==> config.mk <==
export PLATFORM = sky130hd
export DESIGN_NAME = i2c_master_bit_sequencer_unit_flat
export DESIGN_NICKNAME = d
export VERILOG_FILES = /design/src/rtl/i2cbs_pkg.sv /design/src/rtl/i2cbs_chan_if.sv /design/src/rtl/i2c_master_bit_sequencer_unit.sv /design/src/flat_wrapper.sv
export SDC_FILE = /design/constraint.sdc
export NUM_CORES = 1
export LEC_CHECK = 0
export BUFFER_PORTS_ARGS = -buffer_cell sky130_fd_sc_hd__buf_2
export CAP_MARGIN = 0
export CORE_MARGIN = 2
export CORE_UTILIZATION = 50
export DETAILED_ROUTE_END_ITERATION = 6
export PLACE_DENSITY = 0.69
export REMOVE_ABC_BUFFERS = 1
export SYNTH_ARGS = -nofsm -noshare
export SYNTH_HDL_FRONTEND = slang
export SYNTH_SLANG_ARGS = --single-unit
==> constraint.sdc <==
create_clock -name clk -period 3.25 [get_ports clk]
set_input_delay 0.325 -clock clk [delete_from_list [all_inputs] [get_ports clk]]
set_output_delay 0.325 -clock clk [all_outputs]
set_load 0.05 [all_outputs]
==> src/rtl/i2cbs_pkg.sv <==
// Shared types and constants of the I2C master bit sequencer.
`timescale 1ns / 1ps
package i2cbs_pkg;

  localparam int unsigned CFG_W     = 16;
  localparam int unsigned CFG_IDX_W = 1;

  localparam logic [CFG_IDX_W-1:0] CFG_HOLD_TICKS = 1'd0;
  localparam logic [CFG_IDX_W-1:0] CFG_ACK_WAIT   = 1'd1;

  localparam logic [CFG_W-1:0] HOLD_TICKS_RST = 16'd8;
  localparam logic [CFG_W-1:0] ACK_WAIT_RST   = 16'd2550;

  localparam logic [3:0] BYTE_BITS = 4'd8;

  typedef enum logic [1:0] {
    CMD_START = 2'd0,
    CMD_STOP  = 2'd1,
    CMD_WRITE = 2'd2,
    CMD_READ  = 2'd3
  } cmd_t;

  typedef struct packed {
    logic       cmd_valid;
    logic [1:0] cmd;
    logic [7:0] tx_byte;
    logic       send_nack;
    logic       sda_in;
  } in_word_t;

  typedef struct packed {
    logic       scl_level;
    logic       sda_level;
    logic       busy_res;
    logic       done_res;
    logic [7:0] rx_byte;
    logic       ack_seen;
  } out_word_t;

endpackage

==> src/rtl/i2cbs_chan_if.sv <==
// Valid/ready channel carrying one word of the I2C master bit sequencer.
`timescale 1ns / 1ps
interface i2cbs_chan_if #(
  parameter type T = logic
) ();
  logic valid;
  logic ready;
  T     data;

  modport source (output valid, output data, input ready);
  modport sink   (input valid, input data, output ready);
endinterface

==> src/rtl/i2c_master_bit_sequencer_unit.sv <==
// Top level of the I2C master bit sequencer: command sequencing and result register.
`timescale 1ns / 1ps
// Open-drain I2C master stepped by one input word per time tick. Each input word may carry
// a command (start, stop, write byte, read byte), taken only while the sequencer is idle,
// plus the sampled SDA level; each accepted word gives exactly one result word with the
// SCL and SDA drive levels, busy and done flags, the last received byte and the ACK result
// of the last write. Every line change is held for hold_ticks words (0 acts as 1); a write
// waits up to ack_wait_limit+1 words for the slave ACK. While the sink takes results,
// throughput is one word per clock: the whole step is a single pass of logic from the
// state registers into the result register, so the word accepted on one edge is offered
// on out_ch from the next cycle. in_ch.ready is low only while the result register holds
// a word the sink has not taken. Configuration writes (cfg_idx 0 hold_ticks, 1
// ack_wait_limit) take effect at once and are meant to be issued with the sequencer idle.
module i2c_master_bit_sequencer_unit (
  input  logic                             clk,
  input  logic                             rst_n,
  i2cbs_chan_if.sink                       in_ch,
  i2cbs_chan_if.source                     out_ch,
  input  logic                             cfg_we,
  input  logic [i2cbs_pkg::CFG_IDX_W-1:0]  cfg_idx,
  input  logic [i2cbs_pkg::CFG_W-1:0]      cfg_wdata
);
  import i2cbs_pkg::*;

  typedef enum logic [4:0] {
    PH_IDLE, PH_S1, PH_S2, PH_S3, PH_S4, PH_P1, PH_P2, PH_P3,
    PH_W0, PH_WD, PH_WH, PH_WL, PH_WR, PH_WA, PH_WAH, PH_WE,
    PH_R0, PH_RL, PH_RH, PH_RA0, PH_RA1, PH_RA2, PH_RA3
  } phase_t;

  // configuration
  logic [CFG_W-1:0] hold_ticks_r;
  logic [CFG_W-1:0] ack_wait_r;

  // sequencer state
  phase_t           phase_r, phase_nxt;
  logic [CFG_W-1:0] hold_cnt_r, hold_cnt_nxt;
  logic [3:0]       bit_idx_r, bit_idx_nxt;
  logic [7:0]       shift_r, shift_nxt;
  logic             nack_r, nack_nxt;
  logic             ack_r, ack_nxt;
  logic             scl_r, scl_nxt;
  logic             sda_r, sda_nxt;
  logic [7:0]       rx_last_r, rx_last_nxt;
  logic             done;

  // result register
  logic             out_valid_r;
  out_word_t        out_data_r;
  out_word_t        res;

  in_word_t         iw;
  logic             in_acc;
  logic [3:0]       bit_inc;

  assign iw          = in_ch.data;
  // Accept whenever the result register is empty or being emptied this cycle.
  assign in_ch.ready = !out_valid_r || out_ch.ready;
  assign in_acc      = in_ch.valid && in_ch.ready;
  assign bit_inc     = bit_idx_r + 4'd1;

  assign out_ch.valid = out_valid_r;
  assign out_ch.data  = out_data_r;

  // One tick of the sequencer.
  always_comb begin
    phase_nxt    = phase_r;
    hold_cnt_nxt = hold_cnt_r;
    bit_idx_nxt  = bit_idx_r;
    shift_nxt    = shift_r;
    nack_nxt     = nack_r;
    ack_nxt      = ack_r;
    scl_nxt      = scl_r;
    sda_nxt      = sda_r;
    rx_last_nxt  = rx_last_r;
    done         = 1'b0;

    if (phase_r == PH_IDLE) begin
      if (iw.cmd_valid) begin
        hold_cnt_nxt = hold_ticks_r;
        unique case (cmd_t'(iw.cmd))
          CMD_START: begin
            sda_nxt   = 1'b1;
            phase_nxt = PH_S1;
          end
          CMD_STOP: begin
            sda_nxt   = 1'b0;
            phase_nxt = PH_P1;
          end
          CMD_WRITE: begin
            shift_nxt   = iw.tx_byte;
            bit_idx_nxt = 4'd0;
            ack_nxt     = 1'b0;
            scl_nxt     = 1'b0;
            phase_nxt   = PH_W0;
          end
          CMD_READ: begin
            nack_nxt    = iw.send_nack;
            shift_nxt   = 8'd0;
            bit_idx_nxt = 4'd0;
            sda_nxt     = 1'b1;
            phase_nxt   = PH_R0;
          end
          default: ;
        endcase
      end
    end else if (phase_r == PH_WA) begin
      // ACK slot: count up until the slave pulls SDA low or the limit is reached
      if (!iw.sda_in) begin
        ack_nxt      = 1'b1;
        phase_nxt    = PH_WAH;
        hold_cnt_nxt = hold_ticks_r;
      end else if (hold_cnt_r >= ack_wait_r) begin
        ack_nxt      = 1'b0;
        phase_nxt    = PH_WAH;
        hold_cnt_nxt = hold_ticks_r;
      end else begin
        hold_cnt_nxt = hold_cnt_r + 16'd1;
      end
    end else if (hold_cnt_r > 16'd1) begin
      hold_cnt_nxt = hold_cnt_r - 16'd1;
    end else begin
      hold_cnt_nxt = hold_ticks_r;
      unique case (phase_r)
        PH_S1:  begin scl_nxt = 1'b1; phase_nxt = PH_S2; end
        PH_S2:  begin sda_nxt = 1'b0; phase_nxt = PH_S3; end
        PH_S3:  begin scl_nxt = 1'b0; phase_nxt = PH_S4; end
        PH_P1:  begin scl_nxt = 1'b1; phase_nxt = PH_P2; end
        PH_P2:  begin sda_nxt = 1'b1; phase_nxt = PH_P3; end
        PH_W0, PH_WL: begin
          // Set the next data bit while SCL is low, or release SDA for the ACK slot
          if (bit_idx_r < BYTE_BITS) begin
            sda_nxt     = shift_r[7];
            shift_nxt   = {shift_r[6:0], 1'b0};
            bit_idx_nxt = bit_inc;
            phase_nxt   = PH_WD;
          end else begin
            sda_nxt   = 1'b1;
            phase_nxt = PH_WR;
          end
        end
        PH_WD:  begin scl_nxt = 1'b1; phase_nxt = PH_WH; end
        PH_WH:  begin scl_nxt = 1'b0; phase_nxt = PH_WL; end
        PH_WR: begin
          scl_nxt      = 1'b1;
          phase_nxt    = PH_WA;
          hold_cnt_nxt = '0;
        end
        PH_WAH: begin scl_nxt = 1'b0; phase_nxt = PH_WE; end
        PH_R0:  begin scl_nxt = 1'b0; phase_nxt = PH_RL; end
        PH_RL:  begin scl_nxt = 1'b1; phase_nxt = PH_RH; end
        PH_RH: begin
          // Sample on the last tick of the SCL-high hold
          shift_nxt   = {shift_r[6:0], iw.sda_in};
          bit_idx_nxt = bit_inc;
          scl_nxt     = 1'b0;
          phase_nxt   = (bit_inc < BYTE_BITS) ? PH_RL : PH_RA0;
        end
        PH_RA0: begin sda_nxt = nack_r; phase_nxt = PH_RA1; end
        PH_RA1: begin scl_nxt = 1'b1; phase_nxt = PH_RA2; end
        PH_RA2: begin scl_nxt = 1'b0; phase_nxt = PH_RA3; end
        PH_RA3: begin
          rx_last_nxt  = shift_r;
          phase_nxt    = PH_IDLE;
          hold_cnt_nxt = '0;
          done         = 1'b1;
        end
        default: begin
          // End of start, stop and write
          phase_nxt    = PH_IDLE;
          hold_cnt_nxt = '0;
          done         = 1'b1;
        end
      endcase
    end

    res.scl_level = scl_nxt;
    res.sda_level = sda_nxt;
    res.busy_res  = (phase_nxt != PH_IDLE);
    res.done_res  = done;
    res.rx_byte   = rx_last_nxt;
    res.ack_seen  = ack_nxt;
  end

  always_ff @(posedge clk) begin
    if (!rst_n) begin
      hold_ticks_r <= HOLD_TICKS_RST;
      ack_wait_r   <= ACK_WAIT_RST;
      phase_r      <= PH_IDLE;
      hold_cnt_r   <= '0;
      bit_idx_r    <= '0;
      shift_r      <= '0;
      nack_r       <= 1'b0;
      ack_r        <= 1'b0;
      scl_r        <= 1'b1;
      sda_r        <= 1'b1;
      rx_last_r    <= '0;
      out_valid_r  <= 1'b0;
    end else begin
      if (cfg_we) begin
        unique case (cfg_idx)
          CFG_HOLD_TICKS: hold_ticks_r <= cfg_wdata;
          CFG_ACK_WAIT:   ack_wait_r   <= cfg_wdata;
          default: ;
        endcase
      end
      // Advance state and load the result word together
      if (in_acc) begin
        phase_r     <= phase_nxt;
        hold_cnt_r  <= hold_cnt_nxt;
        bit_idx_r   <= bit_idx_nxt;
        shift_r     <= shift_nxt;
        nack_r      <= nack_nxt;
        ack_r       <= ack_nxt;
        scl_r       <= scl_nxt;
        sda_r       <= sda_nxt;
        rx_last_r   <= rx_last_nxt;
        out_valid_r <= 1'b1;
      end else if (out_ch.ready) begin
        out_valid_r <= 1'b0;
      end
    end
  end

  always_ff @(posedge clk) begin
    if (in_acc) begin
      out_data_r <= res;
    end
  end

endmodule

==> src/flat_wrapper.sv <==
// flat-port wrapper written by rule: the top's interface ports become plain ports
module i2c_master_bit_sequencer_unit_flat import i2cbs_pkg::*;
  (clk, rst_n, cfg_we, cfg_idx, cfg_wdata, in_ch_valid, in_ch_data, in_ch_ready, out_ch_valid, out_ch_data, out_ch_ready);
  i2cbs_chan_if #(.T(in_word_t)) in_ch_i ();
  i2cbs_chan_if #(.T(out_word_t)) out_ch_i ();
  input  logic clk;
  input  logic rst_n;
  input  logic cfg_we;
  input  logic [i2cbs_pkg::CFG_IDX_W-1:0] cfg_idx;
  input  logic [i2cbs_pkg::CFG_W-1:0] cfg_wdata;
  input wire logic [$bits(in_ch_i.valid)-1:0] in_ch_valid;
  input wire logic [$bits(in_ch_i.data)-1:0] in_ch_data;
  output wire logic [$bits(in_ch_i.ready)-1:0] in_ch_ready;
  output wire logic [$bits(out_ch_i.valid)-1:0] out_ch_valid;
  output wire logic [$bits(out_ch_i.data)-1:0] out_ch_data;
  input wire logic [$bits(out_ch_i.ready)-1:0] out_ch_ready;
  assign in_ch_i.valid = in_ch_valid;
  assign in_ch_i.data = in_ch_data;
  assign in_ch_ready = in_ch_i.ready;
  assign out_ch_valid = out_ch_i.valid;
  assign out_ch_data = out_ch_i.data;
  assign out_ch_i.ready = out_ch_ready;
  i2c_master_bit_sequencer_unit u_core (.clk(clk), .rst_n(rst_n), .in_ch(in_ch_i), .out_ch(out_ch_i), .cfg_we(cfg_we), .cfg_idx(cfg_idx), .cfg_wdata(cfg_wdata));
endmodule
==> run_results.csv, run 1 <==
group,metric,value,unit
global_routing,track_usage,27.87,%
placement,hpwl,12180,µm
yosys,netlist_instances,754,
global_routing,overflow,0,
power_and_ir_drop,total_power,3587,µW
sta,fmax,350.7,MHz
yosys,yosysSeqAreaShare,33.10,%
sta,post-route-period-util,87.75,%
cts,cts_tree,"done",
cts,clock_sinks,91,
placement,place_congestion,0.9702,
floorplanning,dieArea,12680,µm²
yosys,synth_largest_area_cell,"dfxtp_1",
yosys,async_flop_share,0,%
layout,fillers,1061,
floorplanning,start_util,51.42,%
yosys,synth.top_cell.area_share,26.48,%
cts,numCtsBuffers,9,
yosys,yosysUniqueCellTypes,68,
yosys,synth_edf_count,13,
floorplanning,ios,50,
sta,fin_setup_tns,0,ps
cts,worstSkewPairLatency,360,ps
yosys,yosysMostFrequentCell,"nand2_1",
global_routing,grt_max_degree,39,
power_and_ir_drop,power_density,545.3,nW/µm²
sta,maxSlewViolCount,0,
layout,final_nets,843,
worst_setup_path,criticalPathCategory,"reg2reg",
yosys,yosysWarningCount,0,
layout,diodes,0,
flow_run,drv_cap,0,
sta,hold_violations,0,
worst_setup_path,worstPathRequired,3340,ps
yosys,synth_commonest_cells,"nand2_1, dfxtp_1, a21oi_1, nor2_1, clkbuf_1",
cts,h-tree-depth,3,
yosys,syn_area,5897,µm²
power_and_ir_drop,ir_drop,0.0003724,V
sta,setup_viol,0,
power_and_ir_drop,p_leak,0.002477,µW
routing,via_per_inst,6.320,
min_path,hp-class,"in2reg",
sta,period_needed,2852,ps
cts,clkSlewWorstSetupHoldPaths,70,ps
global_routing,grt_pass1_wl,28380,µm
cts,cts.root.buffer_cell,"clkbuf_16",
status,status,"finished clean",
worst_setup_path,crit_chain,"nor4_4 > nand3_1 > nor2_1 > mux2_2 > a211oi_1 > nand4_1",
routing,wirelength,17310,µm
routing,dr_total_vias,5897,
cts,postCtsSetupBuffers,0,
worst_setup_path,cp_data_arrival_time,2940,ps
cts,post_cts_resize_count,0,
yosys,synth_area_leaders,"dfxtp_1, nand2_1, edfxtp_1",
floorplanning,design.core.area,11470,µm²
worst_setup_path,critPathCaptureType,"flop",
floorplanning,die_y,112.6,µm
routing,wire_per_inst,18.56,µm
worst_setup_path,cpPeakStageDelay,560,ps
routing,drt_iter0_drc,687,
yosys,synth-main-ff-cell,"dfxtp_1",
sta,worst_pin_slew,796.8,ps
routing,drc,0,
cts,holdBufCountCts,0,
routing,ant_nets,0,
layout,drive_gt1_share,15.95,%
global_routing,antenna_found_initial,0,
floorplanning,fp-row-count,39,
placement,io_buffers,49,
layout,synthToLayoutAreaGrowth,11.54,%
sta,rsz0062_at_grt,"false",
sta,fin_skew,5.978,ps
worst_setup_path,crit_fanout,11,
yosys,yosys_register_bits,91,
worst_setup_path,cp-start-kind,"flop",
yosys,syn_avg_cell_area,7.821,µm²
sta,slew_headroom,46.88,%
routing,drtPass1Iterations,5,
layout,final_util,57.36,%
worst_setup_path,cpMaxStageDelayCell,"nor4_4",
cts,cts_buffer_depth,2,
global_routing,grt_pass1_vias,5568,
floorplanning,die_x,112.6,µm
state kept, by name (all words and copies together), names as in the netlist:
signal and count:
u_core.ack_wait_r 16, u_core.hold_cnt_r 16, u_core.hold_ticks_r 16, u_core.out_ch.data 13
u_core.rx_last_r 8, u_core.shift_r 8, u_core.phase_r 5, u_core.bit_idx_r 4
u_core.ack_r 1, u_core.nack_r 1, u_core.out_ch.valid 1, u_core.scl_r 1
u_core.sda_r 1
metrics by stage:
stage / std cells / worst slack (ps) / area [µm²] / hold WS (ps)
after CTS: 933 / 488.7 / 6578 / 201.6
after global routing: 933 / 226.5 / 6578 / 215.0
after global placement: 917 / 590.4 / 6299 / 435.0
after detailed placement: 917 / 503.7 / 6299 / 445.0
final: 933 / 398.2 / 6578 / 207.9
after floorplan: 697 / -595.2 / 5664 / 396.8
cells in the final DEF, fill, tap and decap left out, types with 15 or more instances in the layout:
cell,count
a21oi_1,73
buf_2,49
buf_4,28
dfxtp_1,78
ha_1,23
inv_1,25
nand2_1,111
nand3_1,33
nand4_1,18
nor2_1,56
o211ai_1,19
o21ai_0,30
xnor2_1,15
critical path: cells and delay by family, from the launching register on:
kind	cells	cell delay, ps
AO/OA/AOI/OAI	1	260
multiplexers	1	400
flip-flops	1	440
AND/OR/NAND/NOR	4	1470
kinds of logic after synthesis:
family,count (synthesis),synth area share [%]
AOI/OAI and AO/OA,212,24.15
xor gates and xnor gates,27,4.010
adders and majority gates,23,4.880
buffers and inverters,85,5.729
DFF,91,33.10
muxes,17,3.077
and+or+nand+nor,299,25.06
layer usage:
metal | wire [µm] | vias up | GRT usage (%)
li1 | - | 2815 | -
met2 | 8089 | 296 | 44.87
met1 | 7324 | 2739 | 36.54
met3 | 1359 | 47 | 4.914
met5 | 0 | - | 0
met4 | 540 | 0 | 12.60
path summary, 6_finish.rpt:
kind | from | endpoint | depth (start not counted) | slack, ps
hold / removal | cfg_wdata[2] | u_core.ack_wait_r[2] | 3 | 210
setup reg to reg | u_core.hold_cnt_r[4] | u_core.out_ch.data[10] | 6 | 400
setup / recovery | u_core.hold_cnt_r[4] | u_core.out_ch.data[10] | 6 | 400
hold reg to reg | u_core.ack_wait_r[10] | u_core.ack_wait_r[10] | 2 | 450
power breakdown:
part	switching, µW	total [µW]	internal, µW
Clock	474	999	525
Combinational	769	1230	459
Sequential	134	1360	1230
cell type report:
type | count | area, µm² | area share (%)
Tap cell | 143 | 178.9 | 2.720
Multi-Input combinational cell | 578 | 3607 | 54.84
Clock buffer | 10 | 229.0 | 3.481
Clock inverter | 6 | 50.05 | 0.7609
Inverter | 28 | 105.1 | 1.598
Timing Repair Buffer | 77 | 455.4 | 6.924
Sequential cell | 91 | 1952 | 29.67
Power figures use the tool's default switching activity.
==> inputs of run 2 (changes only) <==
Settings changed: CORE_ASPECT_RATIO from default to 0.9, CORE_MARGIN 2 to 1.
==> run 2 against run 1 <==
Compared with the run above: sequential power decreased by 4%; critical path depth is 1 higher; global-route usage is 2.8 points higher; register-to-register slack got worse by 220 ps; combinational power increased by 9.8%; design area is 2.1% higher; hold slack about the same; non-clock buffer count is 15 higher; clock skew is 3.4 ps higher; fmax is 7.1% lower; utilization rose by 1.1 points; sequential share of layout area is 0.61 points lower; largest cell class unchanged; largest power group is now combinational cells.
==> run_results.csv, run 2 (same netlist as run 1, synthesis figures left out) <==
group,metric,value,unit
cts,holdBufCountCts,0,
routing,wirelength,18000,µm
worst_setup_path,crit_fanout,11,
worst_setup_path,criticalPathCategory,"reg2reg",
routing,drc,0,
worst_setup_path,cp_data_arrival_time,3270,ps
worst_setup_path,cp-start-kind,"flop",
floorplanning,ios,50,
placement,hpwl,12690,µm
sta,period_needed,3069,ps
sta,hold_violations,0,
cts,h-tree-depth,3,
layout,final_nets,858,
cts,clock_sinks,91,
layout,top_regs,"u_core.ack_wait_r x16, u_core.hold_cnt_r x16, u_core.hold_ticks_r x16",
placement,placed_cells,945,
sta,worst_pin_slew,977.8,ps
sta,fmax,325.8,MHz
cts,clkSlewWorstSetupHoldPaths,70,ps
layout,synthToLayoutAreaGrowth,13.88,%
floorplanning,die_x,116.5,µm
worst_setup_path,worstPathRequired,3460,ps
layout,diodes,0,
routing,dr_total_vias,5963,
floorplanning,fp-row-count,37,
cts,cts_buffer_depth,2,
layout,final_cell_mix,"nand2_1, dfxtp_1, a21oi_1",
layout,final_common_cell,"nand2_1",
flow_run,drv_cap,0,
power_and_ir_drop,power_density,550.1,nW/µm²
global_routing,grt_pass1_wl,28660,µm
power_and_ir_drop,ir_drop,0.0004071,V
sta,setup_viol,0,
global_routing,grt_max_degree,34,
layout,multiInputGateArea,3607,µm²
power_and_ir_drop,p_leak,0.002572,µW
routing,wire_per_inst,18.73,µm
cts,cts.root.buffer_cell,"clkbuf_16",
global_routing,grt_pass1_vias,5441,
layout,final_util,58.49,%
layout,drive_gt1_share,17.64,%
cts,post_cts_resize_count,0,
min_path,hold_depth,3,
layout,final-seq-area,1952,µm²
sta,rsz0062_at_grt,"false",
cts,numCtsBuffers,9,
placement,io_buffers,49,
global_routing,antenna_found_initial,0,
cts,postCtsSetupBuffers,0,
worst_setup_path,critPathCaptureType,"flop",
routing,drtPass1Iterations,5,
global_routing,overflow,0,
sta,fin_skew,9.424,ps
worst_setup_path,ff2ff_setup_slack,180,ps
sta,slew_headroom,34.46,%
worst_setup_path,r2r_cells,7,
min_path,min_to,"u_core.hold_ticks_r[3]",
worst_setup_path,r2r-start,"u_core.hold_cnt_r[1]",
floorplanning,die_y,105.0,µm
cts,worstSkewPairLatency,350,ps
floorplanning,design.core.area,11480,µm²
cts,cts_tree,"done",
worst_setup_path,reg2reg_to,"u_core.hold_cnt_r[9]",
sta,maxSlewViolCount,0,
layout,fillers,1096,
floorplanning,start_util,51.36,%
status,status,"finished clean",
routing,ant_nets,0,
routing,drt_iter0_drc,516,
routing,via_per_inst,6.205,
sta,post-route-period-util,94.43,%
min_path,hp-class,"in2reg",
min_path,hold_start,"cfg_wdata[3]",
global_routing,track_usage,30.63,%
layout,layout.cells.non_filler,961,
floorplanning,dieArea,12230,µm²
placement,place_congestion,0.9551,
sta,fin_setup_tns,0,ps
==> run 2: cell types whose count changed in the layout (fill, tap and decap cells not counted), sizes merged <==
cell      delta
clkinvlp     -3
clkbuf       -1
inv          +5
clkinv       -1
buf         +15
==> run 2: metrics by stage <==
step | cell area (µm²) | hold WS (ps) | total power [µW] | setup WS, ps
global route | 6715 | 216.0 | 3886 | 21.09
global placement | 6427 | 436.2 | 2623 | 456.5
floorplan | 5664 | 396.8 | 2184 | -595.2
detailed placement | 6427 | 446.4 | 2646 | 313.9
CTS | 6715 | 199.1 | 3684 | 229.3
finish | 6715 | 208.3 | 3694 | 181.0
==> run 2: worst max-delay path, cell delays in order, from the launching register on <==
cell	delay [ps]
dfxtp_1	470
ha_1	290
nor2b_1	140
o211a_1	230
o31a_1	310
nor3_2	790
mux2i_1	180
a2111oi_0	520
==> run 2: final cells by class <==
| cell class | instances | share of cell area (%) |
|---|---|---|
| clock buffers | 9 | 3.354 |
| well taps | 156 | 2.907 |
| flip-flops and latches | 91 | 29.07 |
| inverters | 28 | 1.565 |
| repair buffers | 92 | 8.459 |
| clock inverters | 7 | 0.9316 |
| multi-input cells | 578 | 53.72 |
==> run 2: how the worst max path moves through the flow <==
stage                           end  slack (ps)            startpoint  depth (start not counted)
2_1_floorplan   u_core.bit_idx_r[2]        -600   u_core.out_ch.valid                          7
4_1_cts        u_core.hold_cnt_r[9]         230  u_core.hold_cnt_r[1]                          7
5_1_grt        u_core.hold_cnt_r[9]          20  u_core.hold_cnt_r[0]                          8
3_3_place_gp   u_core.hold_cnt_r[3]         460  u_core.hold_cnt_r[1]                          8
6_report       u_core.hold_cnt_r[9]         180  u_core.hold_cnt_r[1]                          7
3_5_place_dp   u_core.hold_cnt_r[9]         310  u_core.hold_cnt_r[0]                          8
==> run 2: layer usage <==
layer	routed length [µm]	global-route usage (%)	vias up
met5	0	0	-
met4	518	12.00	0
met3	1413	5.684	45
met2	8014	46.11	275
met1	8051	42.81	2794
li1	-	-	2849
==> run 2: report_power, final <==
| group | internal, µW | total [µW] | switching [µW] | leakage (µW) |
|---|---|---|---|---|
| clock | 538 | 1030 | 496 | 0.000140 |
| sequential | 1230 | 1310 | 86.7 | 0.000766 |
| combinational | 505 | 1350 | 844 | 0.00167 |
